`src/rtl/core/wpme_pkg.sv`:
```
// ----------------------------------------------------------------------------
// wpme_pkg
// Shared widths, constants, the CORDIC arctangent table and the CORDIC
// vector type for the weighted pose mean estimator.
// ----------------------------------------------------------------------------
package wpme_pkg;

    localparam int CORDIC_STEPS_DEF = 16;
    localparam int TABLE_LEN        = 24;

    // datapath widths
    localparam int CW         = 46;   // cordic x/y
    localparam int ZW         = 24;   // cordic angle, 2^-16 rad
    localparam int SUM_XY_W   = 58;
    localparam int SUM_TRIG_W = 42;
    localparam int SUM_WT_W   = 26;
    localparam int PROD_W     = 50;   // 17 x 33 signed product
    localparam int DIV_CNT_W  = 6;

    localparam logic signed [ZW-1:0] PI_Q16      = 24'sd205887;
    localparam logic signed [ZW-1:0] HALF_PI_Q16 = 24'sd102944;
    localparam logic signed [CW-1:0] GAIN_Q30    = 46'sd652032874;
    localparam logic signed [CW-1:0] NORM_LIMIT  = 46'sd1099511627776;
    localparam logic signed [15:0]   HEAD_MAX    = 16'sd25736;
    localparam logic signed [15:0]   TRIG_MAX    = 16'sd16384;

    typedef struct packed {
        logic                 vec;   // 1: vectoring, 0: rotation
        logic signed [CW-1:0] x;
        logic signed [CW-1:0] y;
        logic signed [ZW-1:0] z;
    } cordic_vec_t;

    function automatic logic signed [ZW-1:0] atan_q16(input logic [4:0] idx);
        logic signed [ZW-1:0] a;
        case (idx)
            5'd0:    a = 24'sd51472;
            5'd1:    a = 24'sd30386;
            5'd2:    a = 24'sd16055;
            5'd3:    a = 24'sd8150;
            5'd4:    a = 24'sd4091;
            5'd5:    a = 24'sd2047;
            5'd6:    a = 24'sd1024;
            5'd7:    a = 24'sd512;
            5'd8:    a = 24'sd256;
            5'd9:    a = 24'sd128;
            5'd10:   a = 24'sd64;
            5'd11:   a = 24'sd32;
            5'd12:   a = 24'sd16;
            5'd13:   a = 24'sd8;
            5'd14:   a = 24'sd4;
            5'd15:   a = 24'sd2;
            5'd16:   a = 24'sd1;
            default: a = '0;
        endcase
        return a;
    endfunction

endpackage

```
`src/rtl/core/weighted_pose_mean_estimator_unit.sv`:
```
// ----------------------------------------------------------------------------
// weighted_pose_mean_estimator_unit
// Weighted mean pose of a particle set: mean x/y by division by the weight
// sum, circular mean heading by CORDIC vectoring of the trig sums.
// ----------------------------------------------------------------------------
//  channel   | direction | handshake          | payload
//  s_ (in)   | input     | s_valid / s_ready  | particle x, y, heading, weight, last
//  m_ (out)  | output    | m_valid / m_ready  | mean x, y, heading, zero weight flag
//
//  a particle request runs one rotation pass on the shared cordic, then the
//  weighted accumulation; a last particle adds two divides, a normalize loop
//  and one more vectoring pass
//  s_ready is high only in idle; a finished estimate waits in the output
//  register while the next set is accepted
//  synchronous active-low reset clears the sums and the sequencer
// ----------------------------------------------------------------------------
module weighted_pose_mean_estimator_unit
    import wpme_pkg::*;
#(
    parameter int CORDIC_STEPS = CORDIC_STEPS_DEF
) (
    input  logic               aclk,
    input  logic               aresetn,
    input  logic               s_valid,
    output logic               s_ready,
    input  logic signed [31:0] s_particle_x,
    input  logic signed [31:0] s_particle_y,
    input  logic signed [15:0] s_particle_heading,
    input  logic        [15:0] s_particle_weight,
    input  logic               s_last_particle,
    output logic               m_valid,
    input  logic               m_ready,
    output logic signed [31:0] m_mean_x,
    output logic signed [31:0] m_mean_y,
    output logic signed [15:0] m_mean_heading,
    output logic               m_zero_weight_error
);

    typedef enum logic [3:0] {
        ST_IDLE, ST_ROT_GO, ST_ROT_WAIT, ST_TRIG, ST_MAC, ST_CHECK,
        ST_DIVX_GO, ST_DIVX_WAIT, ST_DIVY_GO, ST_DIVY_WAIT,
        ST_NORM, ST_QUAD, ST_VEC_GO, ST_VEC_WAIT, ST_OUT
    } state_t;

    state_t state_reg;

    // particle holding registers
    logic signed [31:0] px_reg, py_reg;
    logic        [15:0] w_reg;
    logic               last_reg;
    logic               flip_reg;
    logic signed [15:0] c_reg, s_reg;

    // accumulators
    logic signed [SUM_XY_W-1:0]   sum_x_reg, sum_y_reg;
    logic signed [SUM_TRIG_W-1:0] sum_c_reg, sum_s_reg;
    logic        [SUM_WT_W-1:0]   sum_w_reg;

    logic        [2:0]        mac_cnt_reg;
    logic signed [PROD_W-1:0] prod_reg;

    // estimate stage
    logic signed [CW-1:0] vx_reg, vy_reg;
    logic [SUM_XY_W-1:0]  div_num_reg;
    logic                 div_neg_reg;
    logic signed [31:0]   mx_reg, my_reg;
    logic signed [15:0]   mh_reg;
    logic                 err_reg;

    logic               m_valid_reg;
    logic signed [31:0] m_mean_x_reg, m_mean_y_reg;
    logic signed [15:0] m_mean_heading_reg;
    logic               m_err_reg;

    cordic_vec_t cin_reg;
    cordic_vec_t cres;
    logic        cordic_done;
    logic        div_done;
    logic [SUM_XY_W-1:0] div_quo;

    // combinational helpers
    logic signed [ZW-1:0]   hz;
    logic signed [32:0]     mul_op;
    logic signed [PROD_W-1:0] prod_next;
    logic signed [CW-1:0]   rx, ry, ax, ay, amax;
    logic signed [31:0]     div_sat;
    logic signed [ZW-4:0]   hd;
    logic signed [15:0]     heading_q13;

    function automatic logic signed [15:0] to_q14(input logic signed [CW-1:0] v);
        logic signed [CW-1:0]  t;
        logic signed [CW-17:0] r;
        t = v + CW'(32768);
        r = (CW-16)'(t >>> 16);
        if (r > (CW-16)'(TRIG_MAX)) begin
            return TRIG_MAX;
        end else if (r < -(CW-16)'(TRIG_MAX)) begin
            return -TRIG_MAX;
        end
        return 16'(r);
    endfunction

    function automatic logic [SUM_XY_W-1:0] mag58(input logic signed [SUM_XY_W-1:0] v);
        return v[SUM_XY_W-1] ? SUM_XY_W'(-v) : SUM_XY_W'(v);
    endfunction

    always_comb begin
        hz = ZW'(s_particle_heading) <<< 3;

        // shared multiplier operand: x, y, cos, sin in turn
        case (mac_cnt_reg)
            3'd0:    mul_op = 33'(px_reg);
            3'd1:    mul_op = 33'(py_reg);
            3'd2:    mul_op = 33'(c_reg);
            default: mul_op = 33'(s_reg);
        endcase
        prod_next = $signed({1'b0, w_reg}) * mul_op;

        // undo the half-turn fold of the rotation input
        rx = flip_reg ? -cres.x : cres.x;
        ry = flip_reg ? -cres.y : cres.y;

        ax   = vx_reg[CW-1] ? -vx_reg : vx_reg;
        ay   = vy_reg[CW-1] ? -vy_reg : vy_reg;
        amax = (ay > ax) ? ay : ax;

        // truncated magnitude quotient back to a saturated signed mean
        if (div_neg_reg) begin
            div_sat = (div_quo > SUM_XY_W'(64'h8000_0000)) ? 32'sh8000_0000
                                                             : 32'(-div_quo);
        end else begin
            div_sat = (div_quo > SUM_XY_W'(64'h7FFF_FFFF)) ? 32'sh7FFF_FFFF
                                                             : 32'(div_quo);
        end

        hd = (ZW-3)'((cres.z + ZW'(4)) >>> 3);
        if (hd > (ZW-3)'(HEAD_MAX)) begin
            heading_q13 = HEAD_MAX;
        end else if (hd < -(ZW-3)'(HEAD_MAX)) begin
            heading_q13 = -HEAD_MAX;
        end else begin
            heading_q13 = 16'(hd);
        end
    end

    wpme_cordic #(
        .STEPS(CORDIC_STEPS)
    ) u_cordic (
        .aclk   (aclk),
        .aresetn(aresetn),
        .start  ((state_reg == ST_ROT_GO) || (state_reg == ST_VEC_GO)),
        .load   (cin_reg),
        .done   (cordic_done),
        .result (cres)
    );

    wpme_div u_div (
        .aclk   (aclk),
        .aresetn(aresetn),
        .start  ((state_reg == ST_DIVX_GO) || (state_reg == ST_DIVY_GO)),
        .num    (div_num_reg),
        .den    (sum_w_reg),
        .done   (div_done),
        .quo    (div_quo)
    );

    always_ff @(posedge aclk) begin
        if (!aresetn) begin
            state_reg   <= ST_IDLE;
            m_valid_reg <= 1'b0;
            mac_cnt_reg <= '0;
            sum_x_reg   <= '0;
            sum_y_reg   <= '0;
            sum_c_reg   <= '0;
            sum_s_reg   <= '0;
            sum_w_reg   <= '0;
        end else begin
            // in ST_OUT the output load below owns the valid flag
            if (m_valid_reg && m_ready && state_reg != ST_OUT) begin
                m_valid_reg <= 1'b0;
            end
            unique case (state_reg)
                ST_IDLE: begin
                    if (s_valid) begin
                        px_reg   <= s_particle_x;
                        py_reg   <= s_particle_y;
                        w_reg    <= s_particle_weight;
                        last_reg <= s_last_particle;
                        cin_reg.vec <= 1'b0;
                        cin_reg.x   <= GAIN_Q30;
                        cin_reg.y   <= '0;
                        // fold into the cordic's convergence range
                        if (hz > HALF_PI_Q16) begin
                            cin_reg.z <= hz - PI_Q16;
                            flip_reg  <= 1'b1;
                        end else if (hz < -HALF_PI_Q16) begin
                            cin_reg.z <= hz + PI_Q16;
                            flip_reg  <= 1'b1;
                        end else begin
                            cin_reg.z <= hz;
                            flip_reg  <= 1'b0;
                        end
                        state_reg <= ST_ROT_GO;
                    end
                end
                ST_ROT_GO: begin
                    state_reg <= ST_ROT_WAIT;
                end
                ST_ROT_WAIT: begin
                    if (cordic_done) begin
                        state_reg <= ST_TRIG;
                    end
                end
                ST_TRIG: begin
                    c_reg       <= to_q14(rx);
                    s_reg       <= to_q14(ry);
                    mac_cnt_reg <= '0;
                    state_reg   <= ST_MAC;
                end
                ST_MAC: begin
                    // product of slot n, accumulate slot n-1
                    prod_reg <= prod_next;
                    case (mac_cnt_reg)
                        3'd1:    sum_x_reg <= sum_x_reg + SUM_XY_W'(prod_reg);
                        3'd2:    sum_y_reg <= sum_y_reg + SUM_XY_W'(prod_reg);
                        3'd3:    sum_c_reg <= sum_c_reg + SUM_TRIG_W'(prod_reg);
                        3'd4:    sum_s_reg <= sum_s_reg + SUM_TRIG_W'(prod_reg);
                        default: ;
                    endcase
                    if (mac_cnt_reg == 3'd4) begin
                        sum_w_reg   <= sum_w_reg + SUM_WT_W'(w_reg);
                        mac_cnt_reg <= '0;
                        state_reg   <= last_reg ? ST_CHECK : ST_IDLE;
                    end else begin
                        mac_cnt_reg <= mac_cnt_reg + 1'b1;
                    end
                end
                ST_CHECK: begin
                    if (sum_w_reg == '0) begin
                        mx_reg    <= '0;
                        my_reg    <= '0;
                        mh_reg    <= '0;
                        err_reg   <= 1'b1;
                        state_reg <= ST_OUT;
                    end else begin
                        err_reg     <= 1'b0;
                        div_num_reg <= mag58(sum_x_reg);
                        div_neg_reg <= sum_x_reg[SUM_XY_W-1];
                        state_reg   <= ST_DIVX_GO;
                    end
                end
                ST_DIVX_GO: begin
                    state_reg <= ST_DIVX_WAIT;
                end
                ST_DIVX_WAIT: begin
                    if (div_done) begin
                        mx_reg      <= div_sat;
                        div_num_reg <= mag58(sum_y_reg);
                        div_neg_reg <= sum_y_reg[SUM_XY_W-1];
                        state_reg   <= ST_DIVY_GO;
                    end
                end
                ST_DIVY_GO: begin
                    state_reg <= ST_DIVY_WAIT;
                end
                ST_DIVY_WAIT: begin
                    if (div_done) begin
                        my_reg    <= div_sat;
                        vx_reg    <= CW'(sum_c_reg);
                        vy_reg    <= CW'(sum_s_reg);
                        state_reg <= ST_NORM;
                    end
                end
                ST_NORM: begin
                    // scale up to full cordic precision, one doubling a cycle
                    if (vx_reg == '0 && vy_reg == '0) begin
                        mh_reg    <= '0;
                        state_reg <= ST_OUT;
                    end else if (amax < NORM_LIMIT) begin
                        vx_reg <= vx_reg <<< 1;
                        vy_reg <= vy_reg <<< 1;
                    end else begin
                        state_reg <= ST_QUAD;
                    end
                end
                ST_QUAD: begin
                    cin_reg.vec <= 1'b1;
                    if (vx_reg[CW-1]) begin
                        if (!vy_reg[CW-1]) begin
                            cin_reg.x <= vy_reg;
                            cin_reg.y <= -vx_reg;
                            cin_reg.z <= HALF_PI_Q16;
                        end else begin
                            cin_reg.x <= -vy_reg;
                            cin_reg.y <= vx_reg;
                            cin_reg.z <= -HALF_PI_Q16;
                        end
                    end else begin
                        cin_reg.x <= vx_reg;
                        cin_reg.y <= vy_reg;
                        cin_reg.z <= '0;
                    end
                    state_reg <= ST_VEC_GO;
                end
                ST_VEC_GO: begin
                    state_reg <= ST_VEC_WAIT;
                end
                ST_VEC_WAIT: begin
                    if (cordic_done) begin
                        mh_reg    <= heading_q13;
                        state_reg <= ST_OUT;
                    end
                end
                ST_OUT: begin
                    if (!m_valid_reg || m_ready) begin
                        m_valid_reg        <= 1'b1;
                        m_mean_x_reg       <= mx_reg;
                        m_mean_y_reg       <= my_reg;
                        m_mean_heading_reg <= mh_reg;
                        m_err_reg          <= err_reg;
                        sum_x_reg          <= '0;
                        sum_y_reg          <= '0;
                        sum_c_reg          <= '0;
                        sum_s_reg          <= '0;
                        sum_w_reg          <= '0;
                        state_reg          <= ST_IDLE;
                    end
                end
                default: begin
                    state_reg <= ST_IDLE;
                end
            endcase
        end
    end

    assign s_ready             = (state_reg == ST_IDLE);
    assign m_valid             = m_valid_reg;
    assign m_mean_x            = m_mean_x_reg;
    assign m_mean_y            = m_mean_y_reg;
    assign m_mean_heading      = m_mean_heading_reg;
    assign m_zero_weight_error = m_err_reg;

`ifndef SYNTH
    // one particle at a time through the shared units
    a_one_at_a_time: assert property (@(posedge aclk) disable iff (!aresetn)
        (s_valid && s_ready) |=> !s_ready)
        else $error("request accepted while previous particle in flight");

    // an empty weight sum reports all zeros
    a_zero_weight_zeros: assert property (@(posedge aclk) disable iff (!aresetn)
        (m_valid && m_zero_weight_error) |->
            (m_mean_x == 0 && m_mean_y == 0 && m_mean_heading == 0))
        else $error("zero weight estimate carries nonzero fields");

    // heading stays clamped to the half turn
    a_heading_range: assert property (@(posedge aclk) disable iff (!aresetn)
        m_valid |-> ($signed(m_mean_heading) <= HEAD_MAX &&
                     $signed(m_mean_heading) >= -HEAD_MAX))
        else $error("mean heading outside clamp range");

    // the sums are empty whenever a new set begins after an estimate
    a_sums_cleared: assert property (@(posedge aclk) disable iff (!aresetn)
        (state_reg == ST_OUT && (!m_valid_reg || m_ready)) |=>
            (sum_w_reg == '0 && sum_x_reg == '0 && sum_s_reg == '0))
        else $error("sums not cleared after estimate");
`endif

endmodule

```
`src/rtl/core/wpme_cordic.sv`:
```
// ----------------------------------------------------------------------------
// wpme_cordic
// Iterative CORDIC, one micro-rotation per cycle, rotation or vectoring mode.
// ----------------------------------------------------------------------------
module wpme_cordic
    import wpme_pkg::*;
#(
    parameter int STEPS = CORDIC_STEPS_DEF
) (
    input  logic        aclk,
    input  logic        aresetn,
    input  logic        start,
    input  cordic_vec_t load,
    output logic        done,
    output cordic_vec_t result
);

    localparam int CNT_W = (STEPS > 1) ? $clog2(STEPS) : 1;

    logic             busy_reg;
    logic             done_reg;
    logic [CNT_W-1:0] cnt_reg;
    cordic_vec_t      cur_reg;
    cordic_vec_t      cur_next;

    logic signed [CW-1:0] dx;
    logic signed [CW-1:0] dy;
    logic signed [ZW-1:0] ang;
    logic                 neg_dir;

    always_comb begin
        dx      = cur_reg.x >>> cnt_reg;
        dy      = cur_reg.y >>> cnt_reg;
        ang     = atan_q16(5'(cnt_reg));
        neg_dir = cur_reg.vec ? ($signed(cur_reg.y) > 0) : cur_reg.z[ZW-1];
        cur_next     = cur_reg;
        if (neg_dir) begin
            cur_next.x = cur_reg.x + dy;
            cur_next.y = cur_reg.y - dx;
            cur_next.z = cur_reg.z + ang;
        end else begin
            cur_next.x = cur_reg.x - dy;
            cur_next.y = cur_reg.y + dx;
            cur_next.z = cur_reg.z - ang;
        end
    end

    // dx/dy naming: shifted y feeds x, shifted x feeds y
    always_ff @(posedge aclk) begin
        if (!aresetn) begin
            busy_reg <= 1'b0;
            done_reg <= 1'b0;
            cnt_reg  <= '0;
        end else begin
            done_reg <= 1'b0;
            if (start) begin
                cur_reg  <= load;
                busy_reg <= 1'b1;
                cnt_reg  <= '0;
            end else if (busy_reg) begin
                cur_reg <= cur_next;
                if (cnt_reg == CNT_W'(STEPS - 1)) begin
                    busy_reg <= 1'b0;
                    done_reg <= 1'b1;
                end else begin
                    cnt_reg <= cnt_reg + 1'b1;
                end
            end
        end
    end

    assign done   = done_reg;
    assign result = cur_reg;

endmodule

```
`src/rtl/core/wpme_div.sv`:
```
// ----------------------------------------------------------------------------
// wpme_div
// Restoring unsigned divider, one quotient bit per cycle.
// ----------------------------------------------------------------------------
module wpme_div
    import wpme_pkg::*;
(
    input  logic                aclk,
    input  logic                aresetn,
    input  logic                start,
    input  logic [SUM_XY_W-1:0] num,
    input  logic [SUM_WT_W-1:0] den,
    output logic                done,
    output logic [SUM_XY_W-1:0] quo
);

    logic                 busy_reg;
    logic                 done_reg;
    logic [DIV_CNT_W-1:0] cnt_reg;
    logic [SUM_XY_W-1:0]  quo_reg;
    logic [SUM_WT_W-1:0]  rem_reg;
    logic [SUM_WT_W-1:0]  den_reg;
    logic [SUM_WT_W:0]    rem_sh;
    logic                 fits;

    always_comb begin
        rem_sh = {rem_reg, quo_reg[SUM_XY_W-1]};
        fits   = rem_sh >= {1'b0, den_reg};
    end

    always_ff @(posedge aclk) begin
        if (!aresetn) begin
            busy_reg <= 1'b0;
            done_reg <= 1'b0;
            cnt_reg  <= '0;
        end else begin
            done_reg <= 1'b0;
            if (start) begin
                busy_reg <= 1'b1;
                cnt_reg  <= '0;
                quo_reg  <= num;
                rem_reg  <= '0;
                den_reg  <= den;
            end else if (busy_reg) begin
                quo_reg <= {quo_reg[SUM_XY_W-2:0], fits};
                rem_reg <= fits ? SUM_WT_W'(rem_sh - {1'b0, den_reg})
                                : SUM_WT_W'(rem_sh);
                if (cnt_reg == DIV_CNT_W'(SUM_XY_W - 1)) begin
                    busy_reg <= 1'b0;
                    done_reg <= 1'b1;
                end else begin
                    cnt_reg <= cnt_reg + 1'b1;
                end
            end
        end
    end

    assign done = done_reg;
    assign quo  = quo_reg;

endmodule
```
`config.mk`:
```
export PLATFORM = sky130hd
export DESIGN_NAME = weighted_pose_mean_estimator_unit
export DESIGN_NICKNAME = d
export VERILOG_FILES = /design/src/rtl/core/wpme_pkg.sv /design/src/rtl/core/weighted_pose_mean_estimator_unit.sv /design/src/rtl/core/wpme_cordic.sv /design/src/rtl/core/wpme_div.sv
export SDC_FILE = /design/constraint.sdc
export NUM_CORES = 2
export LEC_CHECK = 0
export BUFFER_PORTS_ARGS = -buffer_cell sky130_fd_sc_hd__buf_2
export CAP_MARGIN = 10
export CORE_ASPECT_RATIO = 0.7
export CORE_UTILIZATION = 65
export CTS_BUF_LIST = sky130_fd_sc_hd__clkbuf_4 sky130_fd_sc_hd__clkbuf_8
export DETAILED_ROUTE_END_ITERATION = 8
export PLACE_DENSITY = 0.82
export SYNTH_ARGS = -nofsm -noshare
export SYNTH_HDL_FRONTEND = slang
export SYNTH_SLANG_ARGS = --single-unit
```
`constraint.sdc`:
```
create_clock -name aclk -period 13.7 [get_ports aclk]
set_input_delay 0.685 -clock aclk [delete_from_list [all_inputs] [get_ports aclk]]
set_output_delay 0.685 -clock aclk [all_outputs]
set_load 0.05 [all_outputs]
```
-- Yosys cells after proc, flatten, opt, wreduce, memory -nomap -nowiden
Memories as Yosys holds them, arrays and structs flattened. A register that Yosys moved wholly into a read port is not among the register bits.
Cells that the tools add are included.
Widths: inputs -> output; s select.
- flip-flop bits (word level): 1069
- memory bits (read-only): 256
- input port bits: 101
- output and inout bits: 83
- logic and storage cells: 284
- memories kept: 1
- add/subtract/negate cells: 27
- $mul: 1
- order comparisons: 14
- equal/unequal tests: 37
- shifts and indexed selects: 2
- mux-type cells: 105
- bitwise gates (word level): 5
- reductions and logical operators: 47
- memory list (memory ; words ; bits a word ; rd ports ; clocked after memory_dff ; wr ports ; line ; RTL):
    (name not given) ; 16 ; 16 ; 1 ; 1 ; 0 ; wpme_pkg.sv:36 ; case (idx)
- operator list (cell ; count):
    $mux 58 ; 9
    $mux 46 ; 11
    $mux 116 ; 4
    $pmux 58 s2 ; 3
    $mux 117 ; 2
    $pmux 117 s2 ; 1
    $neg 46->46 ; 4
    $pmux 46 s2 ; 2
    $mux 16 ; 11
    $pmux 42 s2 ; 2
    $mux 32 ; 5
    $pmux 32 s2 ; 2
    $mux 42 ; 3
    $add 58x50->58 ; 2
    $neg 58->58 ; 2
    $mux 26 ; 4
    $pmux 33 s3 ; 1
    $add 46x17->46 const B ; 2
    $add 46x46->46 ; 2
    $logic_not 46->1 ; 2
    $sshr 46x4->46 ; 2
    $sub 46x46->46 ; 2
    $add 42x42->42 ; 2
    $gt 30x16->1 const B ; 2
    60 further kinds ; 156

-- Longest topological paths before layout
- depth after elaboration: 9
- gate-level depth with buffers: 35
- gate-level depth less buffers: 31

-- Hierarchy
Synthesis repeated with hierarchy kept, for this count alone.
- cell total of the unflattened synthesis: 10550
- area total of the unflattened synthesis: 97842.6 sq um
- modules (own cells, without submodules) (module ; instances ; cells an instance ; area each (sq um) ; sequential area each (sq um)):
    weighted_pose_mean_estimator_unit ; 1 ; 7814 ; 72288.1 ; 22371.5
    wpme_cordic ; 1 ; 2234 ; 19199.7 ; 3953.8
    wpme_div ; 1 ; 502 ; 6354.8 ; 3463.3

-- Least setup slack after synthesis
Ideal clock, no wire load.
- kind: flip-flop to flip-flop
- from: register vy_reg[20]
- to: register vx_reg[0] (enable)
- library setup time: 679 ps
- arrival time: 11369 ps
- data required time: 13021 ps
- path slack: 1652 ps
- cell stages (with the launch flop): 19
- path buffers: 0
- clock period less this slack: 12048 ps
- cell sequence: edfxtp_1 or4_1 nor4_1 nand2b_1 or4_1 or2_2 or3_1 nor4_1 ha_1 ha_1 nand4_1 nor4_1 and3_1 a221oi_1 and4_1 a211o_1 mux2i_1 a21oi_1 a211oi_1
- word-level cells in the longest chain between the ends: 7
- elaborated cells on any way between the ends: 10
- classes of those cells: add/sub: 1; order compare: 2; eq/ne: 2; mux: 2; reduce/logical: 3
- RTL lines (element ; line ; RTL):
    from (decl) ; weighted_pose_mean_estimator_unit.sv:63 ; logic signed [CW-1:0] vx_reg, vy_reg;
    from (signal assigned) ; weighted_pose_mean_estimator_unit.sv:270 ; vy_reg <= CW'(sum_s_reg);
    from (signal assigned) ; weighted_pose_mean_estimator_unit.sv:281 ; vy_reg <= vy_reg <<< 1;
    $neg 46->46 ; weighted_pose_mean_estimator_unit.sv:124 ; ay = vy_reg[CW-1] ? -vy_reg : vy_reg;
    $mux 46 ; weighted_pose_mean_estimator_unit.sv:124 ;
    $gt 46x46->1 ; weighted_pose_mean_estimator_unit.sv:125 ; amax = (ay > ax) ? ay : ax;
    $mux 46 ; weighted_pose_mean_estimator_unit.sv:125 ;
    $lt 46x42->1 ; weighted_pose_mean_estimator_unit.sv:279 ; end else if (amax < NORM_LIMIT) begin
    $ne 2x2->1 (no line) ; n/a ;
    $reduce_and 5->1 (no line) (*) ; n/a ;
    to (signal assigned) ; weighted_pose_mean_estimator_unit.sv:269 ; vx_reg <= CW'(sum_c_reg);
    to (signal assigned) ; weighted_pose_mean_estimator_unit.sv:280 ; vx_reg <= vx_reg <<< 1;
    to (decl) ; weighted_pose_mean_estimator_unit.sv:63 ;
Every way passes the cells marked *; elsewhere a longest branch is shown, timed or not.
A chain may end at the register's enable or synchronous reset.

-- Final worst setup path
- from: register mac_cnt_reg[0]
- to: register prod_reg[49], data pin
- word-level cells in the longest chain between the ends: 3
- elaborated cells on any way between the ends: 5
- classes of those cells: mul: 1; eq/ne: 2; mux: 1; reduce/logical: 1
- RTL lines (element ; line ; RTL):
    from (decl) ; weighted_pose_mean_estimator_unit.sv:59 ; logic [2:0] mac_cnt_reg;
    from (signal assigned) ; weighted_pose_mean_estimator_unit.sv:235 ; mac_cnt_reg <= mac_cnt_reg + 1'b1;
    $eq 3x2->1, or another cell as far along ; weighted_pose_mean_estimator_unit.sv:111 ; case (mac_cnt_reg)
    $pmux 33 s3 (*) ; weighted_pose_mean_estimator_unit.sv:111 ;
    $mul 17x33->50 (*) ; weighted_pose_mean_estimator_unit.sv:117 ; prod_next = $signed({1'b0, w_reg}) * mul_op;
    net prod_next[49] ; weighted_pose_mean_estimator_unit.sv:84 ; logic signed [PROD_W-1:0] prod_next;
    to (signal assigned) ; weighted_pose_mean_estimator_unit.sv:222 ; prod_reg <= prod_next;
    to (decl) ; weighted_pose_mean_estimator_unit.sv:60 ; logic signed [PROD_W-1:0] prod_reg;
Mark *: on every way through the listed nets, which the timed path passes. The rest lies on a longest branch.

==> results.md <==
- Fmax: just under 100 MHz
- Fin. max-slew vios: 0
- Clock Skew: roughly 0.067 ns
- Clock slew at reported path FFs: 0.07 ns
- Most common cell after layout, fill and taps aside: nand2_1
- Outcome: completed
- EDFF count, synth: a little over 800
- Vias in the first global route: 78000
- Core ar.: 145500 sq um
- Synth Flop Type: edfxtp_1
- CP Max Fanout: 34
- Synth area leader: edfxtp_1
- Die ar.: between 100000 and 150000 sq um
- Synth warn: 0
- Worst-skew pair later-pin latency: slightly below 1 ns
- Largest net degree at the start of global routing: about 200
- Grt ovf: 0
- Vias/cell: ~6.7
- Final ANT Viol Nets: 0
- Final setup fails: 0
- Final Wtd Congestion: about 1.1
- Simple-gate area share of the yosys netlist: 0.1790
- Async S/R FF share, synth: 0
- Gate Count Post-Synth: ~11000
- Syn Std Cell Area: ~95000 sq um
- DR WL/cell: about 26 um
- Hold Worst Slack: 0.08016 ns
- Relative slew slack: 0.1754
- Clk sinks: roughly 1100
- Largest family of logic cells by synthesized area: simple AND/OR/NAND/NOR gates
- Initial antenna violation count: 22
- CTS Buf Count: 172
- Syn_nets: roughly 12000
- FP Rows: about 120
- H-tree levels: 4
- Synth top area share: 0.2569
- Area grow syn2layout: 7.251%
- Min-Delay Path Depth: 3
- Critical R2R Launch: mac_cnt_reg[0]$_SDFFE_PN0P_
- Worst-case reg-to-reg path depth: 29
- Die Width: between 400 and 500 um
- Synth Area in Compound Gates: 0.1567
- Sequential-to-total area share from yosys stat: 0.3123
- Tmin final: about 10 ns
- Leading post-synthesis cells by cell area: edfxtp_1, fa_1, ha_1
- Total track usage: 0.4345
- Clock buffer depth: 3
- Final nets: approximately 12000
- HP Start: s_particle_heading[1]
- Syn avg cell area: roughly 9.1 sq um
- CTS root buf: clkbuf_8
- Crit Path Category: flop to flop
- Multiplexer share of the synthesized area: 0.04789
- Max reg flops: about 120
- Fin. Hold Viols: 0
- Final worst path period share: 0.7518
- I/O Pins: 184
- Routed met3 length: just over 60000 um
- Post-CTS Setup Inserts: 0
- XOR/XNOR Fraction of Synth Area: 0.07309
- WHS Endpoint: cin_reg[4]$_SDFFCE_PP0P_
- Most used cell, CP: fa_1
- CP Capture Type: flop
- M1 WL: roughly 130000 um
- Worst-Margin Slew: between 1 and 1.5 ns
- Post-DP HPWL: between 200000 and 250000 um
- Hold/Removal Path Class: primary input to flop
- CTS tree: yes
- Max-cap violations: 0
- CP Launch Type: flop
- RSZ-0062 raised after global routing: false
- DR top layer: met5
- Setup TNS: 0 ns
- FF+latch count, synth: roughly 1100
- Port buffer count: 183
- First-pass GRT wire length: between 400000 and 500000 um
- Arr. time, crit path: between 10 and 15 ns
- Detailed Route WL: approximately 330000 um
- Slowest library cell on the worst path: a31oi_2
- Die Ht: around 320 um
- Reg2reg end: prod_reg[49]$_DFFE_PP_
- Worst path max stage delay: 0.92 ns
- DR iter-0 viols: 12089
- Initial DRT Pass Iterations: 7
- Vias: between 80000 and 90000
- Starting Density: 0.6555
- Layout cells sized above 1: 0.08506
- DR WL met2: between 100000 and 150000 um
- Adder-Cell Fraction of Synth Area: 0.1772
- Commonest non-fill, non-tap cells in the layout: nand2_1, nor2_1, edfxtp_1, inv_1, a21oi_1
- Distinct cells, synth: between 100 and 150
- Data required time of the worst path: 14.37 ns
- Worst R2R Setup Slack: roughly 3.4 ns
- Post-route DRC: 0
-- through the flow --
step	std cells	worst slack, ns	utilization	area [sq um]
CTS	12601	3.676	0.7028	102300
finish	12615	3.400	0.7031	102300
detailed placement	12212	3.728	0.6720	97780
global placement	12212	3.939	0.6720	97780
global route	12607	2.986	0.7029	102300
floorplan	10506	1.652	-	95390
-- kinds of logic after synthesis --
logic type / after synthesis
multiplexers: 314
AO/OA/AOI/OAI: 2302
buffers and inverters: 1347
AND/OR/NAND/NOR: 3617
flip-flops: 1080
adder cells (fa/ha/maj): 1050
XOR/XNOR: 796
-- final cells by class --
cell class / instances / area, sq um
Tap cell: 1963 / 2456
Sequential cell: 1080 / 29800
Antenna cell: 13 / 32.53
Inverter: 789 / 2967
Timing Repair Buffer: 382 / 2635
Fill cell: 11170 / 43210
Clock buffer: 233 / 2982
Clock inverter: 76 / 698.2
Multi-Input combinational cell: 8079 / 60730
-- cells in the mapped netlist (213+ instances only) --
library cell	number
nand2_1	1372
nor2_1	829
edfxtp_1	816
inv_1	787
a21oi_1	606
ha_1	547
fa_1	502
clkbuf_1	487
o21ai_0	485
xnor2_1	462
xor2_1	334
and2_1	305
dfxtp_1	264
a21o_1	213
-- worst max-delay path by stage --
| stage | from | end | slack [ns] |
|---|---|---|---|
| 6_report | mac_cnt_reg[0]$_SDFFE_PN0P_ | prod_reg[49]$_DFFE_PP_ | 3.40 |
| 5_1_grt | mac_cnt_reg[0]$_SDFFE_PN0P_ | prod_reg[48]$_DFFE_PP_ | 2.99 |
| 4_1_cts | mac_cnt_reg[0]$_SDFFE_PN0P_ | prod_reg[48]$_DFFE_PP_ | 3.68 |
| 3_5_place_dp | mac_cnt_reg[0]$_SDFFE_PN0P_ | prod_reg[48]$_DFFE_PP_ | 3.73 |
| 3_3_place_gp | mac_cnt_reg[0]$_SDFFE_PN0P_ | prod_reg[48]$_DFFE_PP_ | 3.94 |
| 2_1_floorplan | vy_reg[20]$_DFFE_PP_ | vx_reg[0]$_SDFFCE_PP0P_ | 1.65 |
-- worst max-delay path, delay by kind of cell, from the launching register on --
family	cells	cell delay, ns
compound gates	8	2.75
xor+xnor	1	0.10
flops	1	0.34
buf+inv	4	0.30
fa+ha+maj	8	3.78
simple gates	8	2.75
-- metal layers --
| metal | vias up | GRT usage |
|---|---|---|
| met5 | - | 0.01122 |
| met4 | 26 | 0.1373 |
| met3 | 790 | 0.2281 |
| met2 | 5742 | 0.5518 |
| met1 | 40752 | 0.6233 |
| li1 | 37058 | - |
-- repair_timing --
| action | CTS | global route |
|---|---|---|
| hold buffers | 80 | 0 |
| resized for setup | 0 | 0 |
| endpoints found under the hold margin | 80 | 0 |
Power is not shown: default switching activity piles up to over one toggle a cycle in this logic, so the estimate is an artifact.
